`src/rtl/stm_pkg.sv`:
```
// Shared types, constants and helpers for the sliding trimmed mean filter.
// No dependencies; every other file in rtl/ refers to this package by scope.
`default_nettype none

package stm_pkg;

    // Window geometry and sample format.
    localparam int WINDOW      = 16;
    localparam int SAMPLE_BITS = 16;

    // Largest usable trim count, so at least one sample is always kept.
    localparam int TRIM_MAX = (WINDOW - 1) / 2;

    // Fixed field widths of the ports.
    localparam int CFG_W      = 3;
    localparam int OUT_SUM_W  = 20;
    localparam int OUT_MEAN_W = 24;
    localparam int FRAC_BITS  = 8;

    // Internal widths derived from the window geometry.
    localparam int IDX_W  = $clog2(WINDOW);
    localparam int RANK_W = $clog2(WINDOW);
    localparam int SUM_W  = SAMPLE_BITS + $clog2(WINDOW);
    localparam int NUM_W  = SUM_W + FRAC_BITS;
    localparam int KEEP_W = $clog2(WINDOW + 1);
    localparam int STEP_W = $clog2(NUM_W);

    // Saturation value of the trim register at the width of the port.
    localparam logic [CFG_W-1:0] TRIM_LIM =
        (TRIM_MAX > 7) ? {CFG_W{1'b1}} : CFG_W'(TRIM_MAX);

    // Sequencer states.
    typedef enum logic [2:0] {
        S_IDLE,
        S_RANK,
        S_FLUSH,
        S_START,
        S_DIV,
        S_PUT
    } t_state;

    // One ranked window entry, as seen by the accumulator.
    typedef struct packed {
        logic                          valid;
        logic signed [SAMPLE_BITS-1:0] value;
        logic [RANK_W-1:0]             rank;
    } t_probe;

    // Divide request: magnitude of the unscaled sum, its sign and the kept count.
    typedef struct packed {
        logic              start;
        logic              neg;
        logic [SUM_W-1:0]  mag;
        logic [KEEP_W-1:0] divisor;
    } t_div_req;

    // Divide response: done pulse, busy flag and signed quotient.
    typedef struct packed {
        logic              done;
        logic              busy;
        logic signed [NUM_W:0] quot;
    } t_div_rsp;

    // Number of set bits in a compare mask.
    function automatic logic [RANK_W-1:0] f_count(input logic [WINDOW-1:0] m);
        logic [RANK_W-1:0] cnt;
        cnt = '0;
        for (int i = 0; i < WINDOW; i++) begin
            cnt = cnt + RANK_W'(m[i]);
        end
        return cnt;
    endfunction

endpackage

`default_nettype wire

```
`src/rtl/stm_window.sv`:
```
// Sample window held as a shift line, with a compare row that ranks one entry a cycle.
// Depends on stm_pkg for widths, the probe type and the mask count helper.
`default_nettype none

module stm_window (
    input  wire logic                                  i_clk,
    input  wire logic                                  i_rst_n,
    input  wire logic                                  i_shift,
    input  wire logic signed [stm_pkg::SAMPLE_BITS-1:0] i_sample,
    input  wire logic                                  i_probe,
    input  wire logic [stm_pkg::IDX_W-1:0]             i_index,
    output      stm_pkg::t_probe                       o_probe
);

    logic signed [stm_pkg::SAMPLE_BITS-1:0] r_taps [stm_pkg::WINDOW];
    logic signed [stm_pkg::SAMPLE_BITS-1:0] r_value;
    logic [stm_pkg::WINDOW-1:0]             r_mask;
    logic                                   r_valid;

    logic signed [stm_pkg::SAMPLE_BITS-1:0] w_key;
    logic [stm_pkg::WINDOW-1:0]             w_lower;

    // A new sample enters at the head and the oldest one falls off the end.
    always_ff @(posedge i_clk) begin
        if (!i_rst_n) begin
            for (int i = 0; i < stm_pkg::WINDOW; i++) begin
                r_taps[i] <= '0;
            end
        end else if (i_shift) begin
            r_taps[0] <= i_sample;
            for (int i = 1; i < stm_pkg::WINDOW; i++) begin
                r_taps[i] <= r_taps[i-1];
            end
        end
    end

    // Compare row: an entry ranks below the key if it is smaller, or equal and
    // at a lower position, so that ties get distinct ranks.
    assign w_key = r_taps[i_index];

    always_comb begin
        for (int j = 0; j < stm_pkg::WINDOW; j++) begin
            w_lower[j] = (r_taps[j] < w_key) ||
                         ((r_taps[j] == w_key) && (j < int'(i_index)));
        end
    end

    // Register the compare result; the count is taken from the registered mask.
    always_ff @(posedge i_clk) begin
        if (!i_rst_n) begin
            r_valid <= 1'b0;
        end else begin
            r_valid <= i_probe;
        end
    end

    always_ff @(posedge i_clk) begin
        if (i_probe) begin
            r_value <= w_key;
            r_mask  <= w_lower;
        end
    end

    assign o_probe.valid = r_valid;
    assign o_probe.value = r_value;
    assign o_probe.rank  = stm_pkg::f_count(r_mask);

endmodule

`default_nettype wire

```
`src/rtl/stm_div.sv`:
```
// Restoring divider, one quotient bit a cycle, for the scaled trimmed sum.
// Depends on stm_pkg for widths and the request and response types.
`default_nettype none

module stm_div (
    input  wire logic          i_clk,
    input  wire logic          i_rst_n,
    input  wire stm_pkg::t_div_req i_req,
    output      stm_pkg::t_div_rsp o_rsp
);

    logic                             r_busy;
    logic                             r_done;
    logic                             r_neg;
    logic [stm_pkg::STEP_W-1:0]       r_step;
    logic [stm_pkg::NUM_W-1:0]        r_quo;
    logic [stm_pkg::KEEP_W-1:0]       r_rem;
    logic [stm_pkg::KEEP_W-1:0]       r_div;

    logic [stm_pkg::KEEP_W:0]         w_trial;
    logic                             w_fit;
    logic [stm_pkg::KEEP_W-1:0]       w_rem;
    logic signed [stm_pkg::NUM_W:0]   w_mag;

    // Trial subtraction of the divisor from the shifted partial remainder.
    assign w_trial = {r_rem, r_quo[stm_pkg::NUM_W-1]};
    assign w_fit   = (w_trial >= {1'b0, r_div});
    assign w_rem   = w_fit ? stm_pkg::KEEP_W'(w_trial - {1'b0, r_div})
                           : stm_pkg::KEEP_W'(w_trial);

    // Control: busy for one step per dividend bit, then a done pulse.
    always_ff @(posedge i_clk) begin
        if (!i_rst_n) begin
            r_busy <= 1'b0;
            r_done <= 1'b0;
            r_step <= '0;
        end else begin
            r_done <= 1'b0;
            if (i_req.start) begin
                r_busy <= 1'b1;
                r_step <= stm_pkg::STEP_W'(stm_pkg::NUM_W - 1);
            end else if (r_busy) begin
                r_step <= r_step - 1'b1;
                if (r_step == '0) begin
                    r_busy <= 1'b0;
                    r_done <= 1'b1;
                end
            end
        end
    end

    // Datapath: dividend bits shift out at the top while quotient bits shift in.
    always_ff @(posedge i_clk) begin
        if (i_req.start) begin
            r_quo <= {i_req.mag, {stm_pkg::FRAC_BITS{1'b0}}};
            r_rem <= '0;
            r_div <= i_req.divisor;
            r_neg <= i_req.neg;
        end else if (r_busy) begin
            r_quo <= {r_quo[stm_pkg::NUM_W-2:0], w_fit};
            r_rem <= w_rem;
        end
    end

    // Restore the sign; the magnitude quotient already truncates toward zero.
    assign w_mag = $signed({1'b0, r_quo});

    assign o_rsp.done = r_done;
    assign o_rsp.busy = r_busy;
    assign o_rsp.quot = r_neg ? -w_mag : w_mag;

endmodule

`default_nettype wire

```
`src/rtl/sliding_trimmed_mean_filter_core.sv`:
```
// Sliding-window trimmed mean: each sample word replaces the oldest of 16 stored
// samples, and the block returns the window sum without the trim_count smallest
// and largest samples, plus that sum times 256 divided by the kept count,
// truncated toward zero. A compare row ranks one window entry per cycle, and a
// restoring divider then produces one quotient bit per cycle. o_ready is high
// only between words; a finished result waits in the output register while the
// next word is taken, and a result that is still waiting there when the next
// one is done holds the sequencer until it is taken. The trim register saturates
// at (WINDOW-1)/2 and takes writes only between words.
`default_nettype none

module sliding_trimmed_mean_filter_core (
    input  wire logic                                   i_clk,
    input  wire logic                                   i_rst_n,
    // Configuration write channel.
    input  wire logic                                   i_cfg_valid,
    output      logic                                   o_cfg_ready,
    input  wire logic [stm_pkg::CFG_W-1:0]              i_cfg_data,
    // Sample input channel.
    input  wire logic                                   i_valid,
    output      logic                                   o_ready,
    input  wire logic signed [stm_pkg::SAMPLE_BITS-1:0] i_sample,
    // Result output channel.
    output      logic                                   o_valid,
    input  wire logic                                   i_ready,
    output      logic signed [stm_pkg::OUT_SUM_W-1:0]   o_trimmed_sum,
    output      logic signed [stm_pkg::OUT_MEAN_W-1:0]  o_mean_q8
);

    stm_pkg::t_state                     r_state;
    stm_pkg::t_state                     n_state;
    logic [stm_pkg::IDX_W-1:0]           r_index;
    logic [stm_pkg::IDX_W-1:0]           n_index;
    logic [stm_pkg::CFG_W-1:0]           r_trim;
    logic signed [stm_pkg::SUM_W-1:0]    r_acc;
    logic                                r_o_valid;
    logic signed [stm_pkg::OUT_SUM_W-1:0]  r_o_sum;
    logic signed [stm_pkg::OUT_MEAN_W-1:0] r_o_mean;

    logic                                w_accept;
    logic                                w_probe_en;
    logic                                w_load;
    logic                                w_keep;
    logic [stm_pkg::SUM_W-1:0]           w_mag;
    stm_pkg::t_probe                     w_probe;
    stm_pkg::t_div_req                   w_req;
    stm_pkg::t_div_rsp                   w_rsp;

    assign w_accept = i_valid && o_ready;

    // Trim register, saturated so the kept count never drops below one.
    // It is only written while no word is being ranked or divided.
    assign o_cfg_ready = (r_state == stm_pkg::S_IDLE);

    always_ff @(posedge i_clk) begin
        if (!i_rst_n) begin
            r_trim <= '0;
        end else if (i_cfg_valid && o_cfg_ready) begin
            r_trim <= (int'(i_cfg_data) > stm_pkg::TRIM_MAX) ? stm_pkg::TRIM_LIM
                                                             : i_cfg_data;
        end
    end

    // Window storage and ranking.
    stm_window u_window (
        .i_clk    (i_clk),
        .i_rst_n  (i_rst_n),
        .i_shift  (w_accept),
        .i_sample (i_sample),
        .i_probe  (w_probe_en),
        .i_index  (r_index),
        .o_probe  (w_probe)
    );

    // An entry is summed when its rank lies inside the kept band.
    assign w_keep = (int'(w_probe.rank) >= int'(r_trim)) &&
                    (int'(w_probe.rank) <= stm_pkg::WINDOW - 1 - int'(r_trim));

    always_ff @(posedge i_clk) begin
        if (w_accept) begin
            r_acc <= '0;
        end else if (w_probe.valid && w_keep) begin
            r_acc <= r_acc + stm_pkg::SUM_W'(w_probe.value);
        end
    end

    // Divide the magnitude of the sum, scaled inside the divider, by the kept count.
    assign w_mag = r_acc[stm_pkg::SUM_W-1] ? stm_pkg::SUM_W'(-r_acc)
                                           : stm_pkg::SUM_W'(r_acc);

    assign w_req.start   = (r_state == stm_pkg::S_START);
    assign w_req.neg     = r_acc[stm_pkg::SUM_W-1];
    assign w_req.mag     = w_mag;
    assign w_req.divisor = stm_pkg::KEEP_W'(stm_pkg::WINDOW - 2 * int'(r_trim));

    stm_div u_div (
        .i_clk   (i_clk),
        .i_rst_n (i_rst_n),
        .i_req   (w_req),
        .o_rsp   (w_rsp)
    );

    // Sequencer state register.
    always_ff @(posedge i_clk) begin
        if (!i_rst_n) begin
            r_state <= stm_pkg::S_IDLE;
            r_index <= '0;
        end else begin
            r_state <= n_state;
            r_index <= n_index;
        end
    end

    // Next state and control outputs.
    always_comb begin
        n_state    = r_state;
        n_index    = r_index;
        o_ready    = 1'b0;
        w_probe_en = 1'b0;
        w_load     = 1'b0;
        unique case (r_state)
            stm_pkg::S_IDLE: begin
                o_ready = 1'b1;
                n_index = '0;
                if (i_valid) begin
                    n_state = stm_pkg::S_RANK;
                end
            end
            stm_pkg::S_RANK: begin
                w_probe_en = 1'b1;
                n_index    = r_index + 1'b1;
                if (r_index == stm_pkg::IDX_W'(stm_pkg::WINDOW - 1)) begin
                    n_index = '0;
                    n_state = stm_pkg::S_FLUSH;
                end
            end
            stm_pkg::S_FLUSH: begin
                n_state = stm_pkg::S_START;
            end
            stm_pkg::S_START: begin
                n_state = stm_pkg::S_DIV;
            end
            stm_pkg::S_DIV: begin
                if (w_rsp.done) begin
                    n_state = stm_pkg::S_PUT;
                end
            end
            stm_pkg::S_PUT: begin
                if (!r_o_valid || i_ready) begin
                    w_load  = 1'b1;
                    n_state = stm_pkg::S_IDLE;
                end
            end
            default: begin
                n_state = stm_pkg::S_IDLE;
            end
        endcase
    end

    // Output register: holds a result until the consumer takes it.
    always_ff @(posedge i_clk) begin
        if (!i_rst_n) begin
            r_o_valid <= 1'b0;
        end else if (w_load) begin
            r_o_valid <= 1'b1;
        end else if (i_ready) begin
            r_o_valid <= 1'b0;
        end
    end

    always_ff @(posedge i_clk) begin
        if (w_load) begin
            r_o_sum  <= stm_pkg::OUT_SUM_W'(r_acc);
            r_o_mean <= stm_pkg::OUT_MEAN_W'(w_rsp.quot);
        end
    end

    assign o_valid       = r_o_valid;
    assign o_trimmed_sum = r_o_sum;
    assign o_mean_q8     = r_o_mean;

`ifndef SYNTHESIS
    // An accepted word always starts ranking at the first window entry.
    a_start_rank: assert property (@(posedge i_clk) disable iff (!i_rst_n)
        w_accept |=> (r_state == stm_pkg::S_RANK) && (r_index == '0))
        else $error("ranking did not start at entry zero");

    // The divider only finishes while the sequencer waits for it.
    a_done_in_div: assert property (@(posedge i_clk) disable iff (!i_rst_n)
        w_rsp.done |-> (r_state == stm_pkg::S_DIV))
        else $error("divider finished outside the divide state");

    // The divider is idle whenever a new word can be taken.
    a_div_idle: assert property (@(posedge i_clk) disable iff (!i_rst_n)
        o_ready |-> !w_rsp.busy)
        else $error("divider busy while accepting a word");

    // The trim register never exceeds its saturation value.
    a_trim_lim: assert property (@(posedge i_clk) disable iff (!i_rst_n)
        r_trim <= stm_pkg::TRIM_LIM)
        else $error("trim count above its limit");

    // A waiting result is not overwritten by the next one.
    a_no_overwrite: assert property (@(posedge i_clk) disable iff (!i_rst_n)
        (r_state == stm_pkg::S_PUT) && r_o_valid && !i_ready
        |=> r_o_valid && $stable(r_o_sum) && $stable(r_o_mean))
        else $error("pending result overwritten");
`endif

endmodule

`default_nettype wire

```
`config.mk`:
```
export PLATFORM = sky130hd
export DESIGN_NAME = sliding_trimmed_mean_filter_core
export DESIGN_NICKNAME = d
export VERILOG_FILES = /design/src/rtl/stm_pkg.sv /design/src/rtl/stm_window.sv /design/src/rtl/stm_div.sv /design/src/rtl/sliding_trimmed_mean_filter_core.sv
export SDC_FILE = /design/constraint.sdc
export NUM_CORES = 1
export LEC_CHECK = 0
export ABC_AREA = 1
export ABC_CLOCK_PERIOD_IN_PS = 12400
export BUFFER_PORTS_ARGS = -buffer_cell sky130_fd_sc_hd__clkbuf_2
export CORE_MARGIN = 3
export CORE_UTILIZATION = 35
export DETAILED_ROUTE_END_ITERATION = 7
export GPL_TIMING_DRIVEN = 0
export PLACE_DENSITY = 0.58
export RECOVER_POWER = 25
export SKIP_CTS_REPAIR_TIMING = 1
export SYNTH_ARGS = -nofsm -noshare
export SYNTH_HDL_FRONTEND = slang
export SYNTH_HIERARCHICAL = 1
export SYNTH_SLANG_ARGS = --single-unit
```
`constraint.sdc`:
```
create_clock -name i_clk -period 12.4 [get_ports i_clk]
set_input_delay 3.1 -clock i_clk [delete_from_list [all_inputs] [get_ports i_clk]]
set_output_delay 3.1 -clock i_clk [all_outputs]
set_load 0.005 [all_outputs]
```
==> results of run 1 <==
-- per-layer routing --
layer	track usage, %	up-vias	part of all wire (%)
li1	-	10380	-
met1	27.51	9725	44
met2	31.23	873	43
met3	3.534	169	9.0
met4	8.039	0	4.2
met5	0	-	0
-- where the power goes --
part           switching (mW)  internal, mW
combinational            2.97          1.65
sequential              0.301          1.97
clock                   0.628         0.943
total                    3.90          4.56
-- cells in the final DEF (no fill, tap or decap), types with 8 or more instances in the layout --
cell type / count
sky130_fd_sc_hd__nand4_1: 26
sky130_fd_sc_hd__o21a_1: 12
sky130_fd_sc_hd__nor2_1: 336
sky130_fd_sc_hd__nand2_1: 580
sky130_fd_sc_hd__xnor2_1: 13
sky130_fd_sc_hd__edfxtp_1: 358
sky130_fd_sc_hd__dfxtp_1: 52
sky130_fd_sc_hd__ha_1: 295
sky130_fd_sc_hd__nor3_1: 37
sky130_fd_sc_hd__o22ai_1: 44
sky130_fd_sc_hd__clkinv_2: 12
sky130_fd_sc_hd__clkbuf_16: 50
sky130_fd_sc_hd__inv_2: 13
sky130_fd_sc_hd__clkbuf_1: 62
sky130_fd_sc_hd__buf_16: 8
sky130_fd_sc_hd__buf_2: 19
sky130_fd_sc_hd__a21oi_1: 184
sky130_fd_sc_hd__fa_1: 12
sky130_fd_sc_hd__a211oi_1: 10
sky130_fd_sc_hd__nand3_1: 100
sky130_fd_sc_hd__inv_1: 496
sky130_fd_sc_hd__o21ai_0: 202
sky130_fd_sc_hd__o211ai_1: 18
sky130_fd_sc_hd__o21ai_1: 8
sky130_fd_sc_hd__a21o_1: 9
sky130_fd_sc_hd__clkinv_1: 12
sky130_fd_sc_hd__xor2_1: 40
sky130_fd_sc_hd__bufinv_16: 9
sky130_fd_sc_hd__clkbuf_2: 69
-- worst max-delay path: stages, from the launching register on --
cell                        delay, ns
sky130_fd_sc_hd__dfxtp_1         0.77
sky130_fd_sc_hd__clkbuf_1        0.55
sky130_fd_sc_hd__clkbuf_1        0.49
sky130_fd_sc_hd__clkbuf_1        0.77
sky130_fd_sc_hd__o21ai_0         0.45
sky130_fd_sc_hd__a221oi_1        0.83
sky130_fd_sc_hd__nand3_1         0.32
sky130_fd_sc_hd__inv_1           0.89
sky130_fd_sc_hd__ha_1            0.41
sky130_fd_sc_hd__nand2_1         0.07
sky130_fd_sc_hd__nor2_1          0.06
sky130_fd_sc_hd__o21ai_0         0.07
sky130_fd_sc_hd__o211ai_1        0.13
sky130_fd_sc_hd__nand2_1         0.08
sky130_fd_sc_hd__o2111ai_1       0.12
sky130_fd_sc_hd__o21ai_0         0.64
-- worst paths after layout --
check | end | from | slack, ns
max | u_window/r_mask[2] | r_index[0] | 5.41
min | u_div/r_rem[4] | u_div/r_rem[4] | 0.47
max reg2reg | u_window/r_mask[2] | r_index[0] | 5.41
min reg2reg | u_div/r_rem[4] | u_div/r_rem[4] | 0.47
-- layout make-up --
class                      count  area (µm²)
buffer                        88       399.1
clock inverter                39       461.7
inverter                     511        1919
fill                        7414       43920
timing repair buffer          82       606.8
clock buffer                  55        1290
sequential                   410       11790
multi-input combinational   2012       11990
tap                          959        1200
-- registers in the layout (all words and copies together) (netlist names), 16 cells and up --
register	count
o_mean_q8	24
o_trimmed_sum	20
r_acc	20
u_div/r_quo	28
u_window/r_mask	16
u_window/r_taps	256
u_window/r_value	16
-- metrics by stage --
step           cell area (µm²)  setup slack (ns)  setup TNS (ns)  total power [mW]
3_5_place_dp             28100             5.509               0             6.894
5_1_grt                  29660             5.407               0             9.200
6_report                 29660             5.413               0             8.466
2_1_floorplan            26200             2.345               0             5.419
4_1_cts                  29850             6.164               0             8.502
3_3_place_gp             27750            -2.035         -512.29             6.778
==> run_summary.xml, run 1 <==
<?xml version="1.0" encoding="UTF-8"?>
<metrics>
  <group name="flow_run">
    <metric name="maxCapViolCount" unit="">10</metric>
  </group>
  <group name="status">
    <metric name="outcome" unit="">complete, but fails checks</metric>
    <metric name="failed_checks" unit="">max-capacitance violations, max-slew violations</metric>
  </group>
  <group name="global_routing">
    <metric name="largest_net_degree_at_the_start_of_global_routing" unit="">71</metric>
    <metric name="grt_usage" unit="%">19.98</metric>
    <metric name="wire_length_of_the_first_global_routing_pass" unit="mm">118.8</metric>
    <metric name="overflow" unit="">0</metric>
    <metric name="first_global_vias" unit="">19850</metric>
    <metric name="antenna_found_initial" unit="">1</metric>
  </group>
  <group name="floorplanning">
    <metric name="core_area" unit="mm²">0.07358</metric>
    <metric name="initial_util" unit="%">35.60</metric>
    <metric name="die_w" unit="µm">279.6</metric>
    <metric name="ios" unit="">71</metric>
    <metric name="die_height" unit="µm">279.6</metric>
    <metric name="placement_rows" unit="">99</metric>
    <metric name="fp.dieArea" unit="mm²">0.07817</metric>
  </group>
  <group name="worst_setup_path">
    <metric name="crit_type" unit="">reg -&gt; reg</metric>
    <metric name="worst-endpoint-arrival" unit="ns">7.28</metric>
    <metric name="rr_worst_depth" unit="">15</metric>
    <metric name="path_max_fanout" unit="">16</metric>
    <metric name="critPathCaptureType" unit="">flip-flop</metric>
    <metric name="critical_path.startpoint_type" unit="">flip-flop</metric>
    <metric name="worstPathRequired" unit="ns">12.70</metric>
  </group>
  <group name="synthesis">
    <metric name="post_synthesis_net_count" unit="">3352</metric>
    <metric name="yosysWarnings" unit="">6</metric>
    <metric name="netlist_instances" unit="">3021</metric>
    <metric name="post_synth.cell_area_avg" unit="µm²">8.671</metric>
    <metric name="syn-cell-area" unit="mm²">0.02620</metric>
  </group>
  <group name="sta">
    <metric name="whs" unit="ns">0.4661</metric>
    <metric name="drv_slew" unit="">161</metric>
    <metric name="max_slew_margin" unit="%">-92.94</metric>
    <metric name="worst-slew-pin-transition" unit="ns">2.872</metric>
    <metric name="rsz0062_at_grt" unit="">false</metric>
    <metric name="period_minus_slack" unit="ns">6.987</metric>
    <metric name="finalCritPeriodShare" unit="%">56.35</metric>
    <metric name="finalHoldViolations" unit="">0</metric>
    <metric name="max_freq" unit="MHz">143.1</metric>
    <metric name="setup_violations" unit="">0</metric>
    <metric name="final.setup_skew" unit="ns">0.03804</metric>
  </group>
  <group name="clocking">
    <metric name="tritoncts_clock_tree" unit="">done</metric>
    <metric name="clock_path_buffers" unit="">3</metric>
    <metric name="cts-root-buf" unit="">sky130_fd_sc_hd__clkbuf_16</metric>
    <metric name="clock-sinks" unit="">410</metric>
    <metric name="clk-insertion-delay-late" unit="ns">0.63</metric>
    <metric name="clkTransAtPathRegs" unit="ns">0.06</metric>
    <metric name="cts_buffers" unit="">50</metric>
    <metric name="cts.htree.levels" unit="">2</metric>
  </group>
  <group name="place">
    <metric name="io_buffers" unit="">70</metric>
    <metric name="placed_cells_incl_taps" unit="">4062</metric>
    <metric name="finalWeightedCongestion" unit="">0.9540</metric>
    <metric name="half_perimeter_wire_length_after_detailed_placement" unit="mm">59.34</metric>
  </group>
  <group name="layout">
    <metric name="diodes" unit="">0</metric>
    <metric name="post-route-util" unit="%">40.31</metric>
    <metric name="post_layout_nonfiller_instances" unit="">4156</metric>
    <metric name="syn_to_final_growth" unit="%">13.23</metric>
    <metric name="layout.nets" unit="">3486</metric>
    <metric name="drive_above_1_share" unit="%">7.132</metric>
  </group>
  <group name="drt">
    <metric name="starting_drt_drc_count" unit="">2018</metric>
    <metric name="initial_drt_pass_iterations" unit="">5</metric>
    <metric name="wl_per_cell" unit="µm">19.12</metric>
    <metric name="drt.antenna.violating_nets" unit="">0</metric>
    <metric name="routed-via-count" unit="">21140</metric>
    <metric name="drt_wl_total" unit="mm">79.48</metric>
    <metric name="average_via_count_per_standard_cell" unit="">5.087</metric>
    <metric name="detail_route.drc_violations" unit="">0</metric>
  </group>
  <group name="pwr">
    <metric name="worst_ir_drop_vdd" unit="mV">0.3360</metric>
    <metric name="power.leakage" unit="nW">13.81</metric>
    <metric name="power_density_of_the_placed_cells" unit="mW/mm²">285.4</metric>
  </group>
  <group name="worst_hold_path">
    <metric name="hold-path-cell-count" unit="">2</metric>
    <metric name="min-delay-path-class" unit="">reg -&gt; reg</metric>
  </group>
</metrics>
(Power assumes the default switching activity.)
==> inputs of run 2 (changes only) <==
--- a/config.mk
+++ b/config.mk
@@ -6,7 +6,7 @@
 export NUM_CORES = 1
 export LEC_CHECK = 0
 export ABC_AREA = 1
-export ABC_CLOCK_PERIOD_IN_PS = 12400
+export ABC_CLOCK_PERIOD_IN_PS = 7000
 export BUFFER_PORTS_ARGS = -buffer_cell sky130_fd_sc_hd__clkbuf_2
 export CORE_MARGIN = 3
 export CORE_UTILIZATION = 35
==> constraint.sdc (replaced) <==
create_clock -name i_clk -period 7 [get_ports i_clk]
set_input_delay 1.75 -clock i_clk [delete_from_list [all_inputs] [get_ports i_clk]]
set_output_delay 1.75 -clock i_clk [all_outputs]
set_load 0.005 [all_outputs]
==> run_summary.xml, run 2 (same netlist as run 1, synthesis figures left out) <==
<?xml version="1.0" encoding="UTF-8"?>
<metrics>
  <group name="sta">
    <metric name="max_slew_margin" unit="%">-22.25</metric>
    <metric name="worst-slew-pin-transition" unit="ns">1.834</metric>
    <metric name="drv_slew" unit="">76</metric>
    <metric name="setup_violations" unit="">0</metric>
    <metric name="tns" unit="ns">0</metric>
    <metric name="rsz0062_at_grt" unit="">false</metric>
    <metric name="period_minus_slack" unit="ns">6.030</metric>
    <metric name="finalCritPeriodShare" unit="%">86.14</metric>
    <metric name="max_freq" unit="MHz">165.9</metric>
    <metric name="finalHoldViolations" unit="">0</metric>
    <metric name="final.setup_skew" unit="ns">0.04603</metric>
  </group>
  <group name="drt">
    <metric name="average_via_count_per_standard_cell" unit="">5.105</metric>
    <metric name="drt_wl_total" unit="mm">79.58</metric>
    <metric name="routed-via-count" unit="">21190</metric>
    <metric name="initial_drt_pass_iterations" unit="">6</metric>
    <metric name="wl_per_cell" unit="µm">19.17</metric>
    <metric name="drt.antenna.violating_nets" unit="">0</metric>
    <metric name="starting_drt_drc_count" unit="">2011</metric>
    <metric name="detail_route.drc_violations" unit="">0</metric>
  </group>
  <group name="layout">
    <metric name="layout.nets" unit="">3485</metric>
    <metric name="syn_to_final_growth" unit="%">13.29</metric>
    <metric name="finish.instance_area" unit="mm²">0.02968</metric>
    <metric name="max_flop_register" unit="">u_window/r_taps</metric>
    <metric name="diodes" unit="">0</metric>
    <metric name="drive_above_1_share" unit="%">7.299</metric>
    <metric name="layout.cells.most_common" unit="">sky130_fd_sc_hd__nand2_1</metric>
    <metric name="mostFrequentLayoutCells" unit="">sky130_fd_sc_hd__nand2_1, sky130_fd_sc_hd__inv_1, sky130_fd_sc_hd__edfxtp_1, sky130_fd_sc_hd__nor2_1, sky130_fd_sc_hd__ha_1</metric>
    <metric name="largest_register_ff_count" unit="">256</metric>
  </group>
  <group name="worst_setup_path">
    <metric name="timing.critical_path.depth" unit="">15</metric>
    <metric name="worst-endpoint-arrival" unit="ns">6.31</metric>
    <metric name="startpoint_of_the_most_critical_setup_path" unit="">r_index[0]</metric>
    <metric name="crit_slowest_cell" unit="">sky130_fd_sc_hd__inv_1</metric>
    <metric name="rr_worst_depth" unit="">15</metric>
    <metric name="timing.critical_path.mode_cell" unit="">sky130_fd_sc_hd__o21ai_0</metric>
    <metric name="critPathCaptureType" unit="">flip-flop</metric>
    <metric name="timing.critical_path.cells" unit="">buf_4 -&gt; buf_4 -&gt; buf_2 -&gt; o21ai_0 -&gt; a221oi_1 -&gt; nand3_1 -&gt; inv_1 -&gt; ha_1 -&gt; nand2_1 -&gt; nor2_1 -&gt; o21ai_0 -&gt; o211ai_1 -&gt; nand2_1 -&gt; o2111ai_1 -&gt; o21ai_0</metric>
    <metric name="critical_path.top_delay_family" unit="">compound AO/OA/AOI/OAI gates</metric>
    <metric name="critical_path.startpoint_type" unit="">flip-flop</metric>
    <metric name="regToRegStartpoint" unit="">r_index[0]</metric>
    <metric name="worstPathRequired" unit="ns">7.28</metric>
    <metric name="critPathMaxStageDelay" unit="ns">0.92</metric>
    <metric name="crit_type" unit="">reg -&gt; reg</metric>
    <metric name="path_max_fanout" unit="">16</metric>
    <metric name="crit_buf_inv" unit="">4</metric>
  </group>
  <group name="place">
    <metric name="finalWeightedCongestion" unit="">0.9498</metric>
    <metric name="placed_cell_area" unit="mm²">0.02806</metric>
    <metric name="io_buffers" unit="">70</metric>
    <metric name="half_perimeter_wire_length_after_detailed_placement" unit="mm">59.41</metric>
  </group>
  <group name="clocking">
    <metric name="clock-sinks" unit="">410</metric>
    <metric name="clock_path_buffers" unit="">3</metric>
    <metric name="cts_buffers" unit="">50</metric>
    <metric name="tritoncts_clock_tree" unit="">done</metric>
    <metric name="cts.htree.levels" unit="">2</metric>
    <metric name="cts-root-buf" unit="">sky130_fd_sc_hd__clkbuf_16</metric>
    <metric name="clk-insertion-delay-late" unit="ns">0.62</metric>
    <metric name="clkTransAtPathRegs" unit="ns">0.06</metric>
  </group>
  <group name="floorplanning">
    <metric name="die_height" unit="µm">279.6</metric>
    <metric name="fp.dieArea" unit="mm²">0.07817</metric>
    <metric name="die_w" unit="µm">279.6</metric>
    <metric name="placement_rows" unit="">99</metric>
    <metric name="ios" unit="">71</metric>
    <metric name="core_area" unit="mm²">0.07358</metric>
    <metric name="initial_util" unit="%">35.60</metric>
  </group>
  <group name="pwr">
    <metric name="total_power" unit="mW">14.95</metric>
    <metric name="power.leakage" unit="nW">13.81</metric>
    <metric name="worst_ir_drop_vdd" unit="mV">0.6774</metric>
    <metric name="power_density_of_the_placed_cells" unit="mW/mm²">503.8</metric>
  </group>
  <group name="status">
    <metric name="outcome" unit="">complete, but fails checks</metric>
    <metric name="failed_checks" unit="">max-capacitance violations, max-slew violations</metric>
  </group>
  <group name="worst_hold_path">
    <metric name="hold-path-cell-count" unit="">2</metric>
    <metric name="timing.hold.worst.start" unit="">u_div/r_rem[4]</metric>
    <metric name="min-delay-path-class" unit="">reg -&gt; reg</metric>
  </group>
  <group name="flow_run">
    <metric name="maxCapViolCount" unit="">3</metric>
  </group>
  <group name="global_routing">
    <metric name="antenna_found_initial" unit="">1</metric>
    <metric name="overflow" unit="">0</metric>
    <metric name="largest_net_degree_at_the_start_of_global_routing" unit="">119</metric>
    <metric name="wire_length_of_the_first_global_routing_pass" unit="mm">120.3</metric>
    <metric name="grt_usage" unit="%">20.11</metric>
    <metric name="first_global_vias" unit="">20140</metric>
  </group>
</metrics>
[run 2: layout make-up]
type,instances,area [µm²]
buffer,88,417.9
clock buffer,63,1381
clock inverter,27,345.3
fill,7387,43900
inverter,511,1919
multi-input combinational,2012,12070
sequential,410,11790
tap,959,1200
timing repair buffer,81,554.3
[run 2: final timing paths]
kind | slack, ns | endpoint
setup / recovery | 0.97 | u_window/r_mask[2]
hold / removal | 0.46 | u_div/r_rem[4]
setup reg to reg | 0.97 | u_window/r_mask[2]
hold reg to reg | 0.46 | u_div/r_rem[4]
[run 2: through the flow]
step,hold slack [ns],util (%),std cells,setup WS [ns]
5_1_grt,0.4725,40.34,4151,0.9472
3_3_place_gp,0.4449,37.71,4050,-2.099
4_1_cts,0.4577,40.49,4151,1.238
6_report,0.4607,40.34,4151,0.9705
3_5_place_dp,0.4472,38.14,4061,1.276
2_1_floorplan,0.4202,-,3021,0.9014
[run 2: routing by layer]
metal / vias up / global-route usage (%) / share of wire [%]
met2: 857 / 31.87 / 43
met1: 9772 / 27.28 / 44
met5: - / 0 / 0
li1: 10400 / - / -
met3: 160 / 3.825 / 8.9
met4: 0 / 7.784 / 4.2
[run 2: power breakdown]
group	total, mW	leakage (nW)	internal (mW)	switching (mW)
Clock	2.73	0.847	1.65	1.08
Sequential	4.01	4.11	3.49	0.525
Combinational	8.21	8.85	2.92	5.29
[run 2: worst reg2reg max path: stages (launching register included)]
cell                        delay [ns]
sky130_fd_sc_hd__dfxtp_1          0.81
sky130_fd_sc_hd__buf_4            0.34
sky130_fd_sc_hd__buf_4            0.22
sky130_fd_sc_hd__buf_2            0.40
sky130_fd_sc_hd__o21ai_0          0.32
sky130_fd_sc_hd__a221oi_1         0.81
sky130_fd_sc_hd__nand3_1          0.31
sky130_fd_sc_hd__inv_1            0.92
sky130_fd_sc_hd__ha_1             0.43
sky130_fd_sc_hd__nand2_1          0.07
sky130_fd_sc_hd__nor2_1           0.06
sky130_fd_sc_hd__o21ai_0          0.09
sky130_fd_sc_hd__o211ai_1         0.14
sky130_fd_sc_hd__nand2_1          0.09
sky130_fd_sc_hd__o2111ai_1        0.12
sky130_fd_sc_hd__o21ai_0          0.60
==> inputs of run 3 (changes only) <==
--- a/config.mk
+++ b/config.mk
@@ -10,6 +10,7 @@
 export BUFFER_PORTS_ARGS = -buffer_cell sky130_fd_sc_hd__clkbuf_2
 export CORE_MARGIN = 3
 export CORE_UTILIZATION = 35
+export CTS_BUF_LIST = sky130_fd_sc_hd__clkbuf_4 sky130_fd_sc_hd__clkbuf_8
 export DETAILED_ROUTE_END_ITERATION = 7
 export GPL_TIMING_DRIVEN = 0
 export PLACE_DENSITY = 0.58
==> run_summary.xml, run 3 (same netlist as run 1, synthesis figures left out) <==
<?xml version="1.0" encoding="UTF-8"?>
<metrics>
  <group name="clocking">
    <metric name="tritoncts_clock_tree" unit="">done</metric>
    <metric name="clk-insertion-delay-late" unit="ns">0.69</metric>
    <metric name="cts-root-buf" unit="">sky130_fd_sc_hd__clkbuf_8</metric>
    <metric name="clock_path_buffers" unit="">3</metric>
    <metric name="clock-sinks" unit="">410</metric>
    <metric name="clkTransAtPathRegs" unit="ns">0.06</metric>
    <metric name="cts_buffers" unit="">80</metric>
    <metric name="cts.htree.levels" unit="">3</metric>
  </group>
  <group name="worst_setup_path">
    <metric name="r2r-end" unit="">u_window/r_mask[2]</metric>
    <metric name="critical_path.endpoint" unit="">u_window/r_mask[2]</metric>
    <metric name="critPathCaptureType" unit="">flip-flop</metric>
    <metric name="critPathMaxStageDelay" unit="ns">0.90</metric>
    <metric name="timing.critical_path.mode_cell" unit="">sky130_fd_sc_hd__o21ai_0</metric>
    <metric name="regToRegStartpoint" unit="">r_index[0]</metric>
    <metric name="crit_slowest_cell" unit="">sky130_fd_sc_hd__inv_1</metric>
    <metric name="r2r_setup_slack" unit="ns">1.04</metric>
    <metric name="startpoint_of_the_most_critical_setup_path" unit="">r_index[0]</metric>
    <metric name="worst-endpoint-arrival" unit="ns">6.32</metric>
    <metric name="path_max_fanout" unit="">16</metric>
    <metric name="crit_type" unit="">reg -&gt; reg</metric>
    <metric name="timing.critical_path.cells" unit="">buf_4 -&gt; buf_4 -&gt; buf_2 -&gt; o21ai_0 -&gt; a221oi_1 -&gt; nand3_1 -&gt; inv_1 -&gt; ha_1 -&gt; nand2_1 -&gt; nor2_1 -&gt; o21ai_0 -&gt; o211ai_1 -&gt; nand2_1 -&gt; o2111ai_1 -&gt; o21ai_0</metric>
    <metric name="critical_path.startpoint_type" unit="">flip-flop</metric>
    <metric name="rr_worst_depth" unit="">15</metric>
    <metric name="worstPathRequired" unit="ns">7.36</metric>
  </group>
  <group name="layout">
    <metric name="finish.instance_area" unit="mm²">0.02959</metric>
    <metric name="largest_register_ff_count" unit="">256</metric>
    <metric name="mostFrequentLayoutCells" unit="">sky130_fd_sc_hd__nand2_1, sky130_fd_sc_hd__inv_1, sky130_fd_sc_hd__edfxtp_1, sky130_fd_sc_hd__nor2_1, sky130_fd_sc_hd__ha_1</metric>
    <metric name="max_flop_register" unit="">u_window/r_taps</metric>
    <metric name="fillCellCount" unit="">7472</metric>
    <metric name="syn_to_final_growth" unit="%">12.97</metric>
    <metric name="drive_above_1_share" unit="%">8.769</metric>
    <metric name="layout.cells.most_common" unit="">sky130_fd_sc_hd__nand2_1</metric>
    <metric name="post-route-util" unit="%">40.22</metric>
    <metric name="layout.nets" unit="">3515</metric>
  </group>
  <group name="global_routing">
    <metric name="largest_net_degree_at_the_start_of_global_routing" unit="">119</metric>
    <metric name="wire_length_of_the_first_global_routing_pass" unit="mm">120.7</metric>
    <metric name="first_global_vias" unit="">20280</metric>
    <metric name="antenna_found_initial" unit="">1</metric>
    <metric name="overflow" unit="">0</metric>
    <metric name="grt_usage" unit="%">20.28</metric>
  </group>
  <group name="status">
    <metric name="failed_checks" unit="">max-capacitance violations, max-slew violations</metric>
    <metric name="outcome" unit="">complete, but fails checks</metric>
  </group>
  <group name="pwr">
    <metric name="power_density_of_the_placed_cells" unit="mW/mm²">496.0</metric>
    <metric name="worst_ir_drop_vdd" unit="mV">0.6306</metric>
    <metric name="power.leakage" unit="nW">13.83</metric>
  </group>
  <group name="place">
    <metric name="finalWeightedCongestion" unit="">0.9498</metric>
    <metric name="half_perimeter_wire_length_after_detailed_placement" unit="mm">59.41</metric>
    <metric name="placed_cell_area" unit="mm²">0.02806</metric>
    <metric name="io_buffers" unit="">70</metric>
  </group>
  <group name="drt">
    <metric name="wl_per_cell" unit="µm">18.99</metric>
    <metric name="starting_drt_drc_count" unit="">1938</metric>
    <metric name="drt.antenna.violating_nets" unit="">0</metric>
    <metric name="detail_route.drc_violations" unit="">0</metric>
    <metric name="drt_wl_total" unit="mm">79.96</metric>
    <metric name="routed-via-count" unit="">21340</metric>
    <metric name="initial_drt_pass_iterations" unit="">6</metric>
    <metric name="average_via_count_per_standard_cell" unit="">5.068</metric>
  </group>
  <group name="sta">
    <metric name="period_minus_slack" unit="ns">5.964</metric>
    <metric name="finalCritPeriodShare" unit="%">85.20</metric>
    <metric name="drv_slew" unit="">76</metric>
    <metric name="max_freq" unit="MHz">167.7</metric>
    <metric name="finalHoldViolations" unit="">0</metric>
    <metric name="final.setup_skew" unit="ns">0.04005</metric>
    <metric name="max_slew_margin" unit="%">-21.35</metric>
    <metric name="rsz0062_at_grt" unit="">false</metric>
    <metric name="setup_violations" unit="">0</metric>
    <metric name="worst-slew-pin-transition" unit="ns">1.814</metric>
    <metric name="tns" unit="ns">0</metric>
  </group>
  <group name="floorplanning">
    <metric name="ios" unit="">71</metric>
    <metric name="initial_util" unit="%">35.60</metric>
    <metric name="placement_rows" unit="">99</metric>
    <metric name="die_w" unit="µm">279.6</metric>
    <metric name="fp.dieArea" unit="mm²">0.07817</metric>
    <metric name="core_area" unit="mm²">0.07358</metric>
    <metric name="die_height" unit="µm">279.6</metric>
  </group>
  <group name="worst_hold_path">
    <metric name="min-delay-path-class" unit="">reg -&gt; reg</metric>
  </group>
  <group name="flow_run">
    <metric name="maxCapViolCount" unit="">3</metric>
  </group>
</metrics>
run 3: critical path, delay by kind of cell (launching register included):
family	cells	cell delay, ns
and+or+nand+nor	4	0.51
adders and majority gates	1	0.41
AOI/OAI and AO/OA	6	2.07
buffers and inverters	4	1.83
DFF	1	0.80
run 3: where the power goes:
part,total [mW],switching [mW],leakage (nW),internal [mW]
Sequential,4.01,0.524,4.11,3.49
Clock,2.48,1.11,0.862,1.37
Combinational,8.19,5.27,8.85,2.91
run 3: per-layer routing:
metal / vias up / GRT usage (%) / part of all wire [%]
li1: 10470 / - / -
met1: 9864 / 27.20 / 44
met2: 840 / 32.06 / 44
met3: 161 / 4.317 / 8.6
met4: 0 / 7.998 / 4.1
met5: - / 0 / 0
run 3: worst min path at each step:
stage	startpoint	end	slack (ns)	cells after the start
5_1_grt	u_div/r_rem[4]	u_div/r_rem[4]	0.47	2
6_report	u_div/r_rem[4]	u_div/r_rem[4]	0.46	2
3_5_place_dp	u_div/r_rem[4]	u_div/r_rem[4]	0.45	2
2_1_floorplan	r_acc[19]	o_trimmed_sum[19]	0.42	0
4_1_cts	u_div/r_rem[4]	u_div/r_rem[4]	0.46	2
3_3_place_gp	u_div/r_rem[4]	u_div/r_rem[4]	0.44	2
run 3: final cells by class:
cell class	count	area [µm²]	area share (%)
timing repair buffer	81	554.3	1.873
multi-input combinational	2012	12070	40.78
sequential	410	11790	39.84
clock buffer	106	1334	4.507
buffer	88	417.9	1.412
inverter	511	1919	6.485
tap	959	1200	4.054
antenna	1	2.502	0.008456
clock inverter	42	306.5	1.036
run 3: through the flow:
| stage | hold slack [ns] | setup slack, ns | std cells | power [mW] |
|---|---|---|---|---|
| after floorplan | 0.4202 | 0.9014 | 3021 | 9.554 |
| after global placement | 0.4449 | -2.099 | 4050 | 11.93 |
| after detailed placement | 0.4472 | 1.276 | 4061 | 12.17 |
| after CTS | 0.4581 | 1.239 | 4209 | 14.73 |
| after global routing | 0.4729 | 0.9474 | 4209 | 16.08 |
| final | 0.4599 | 1.036 | 4210 | 14.68 |
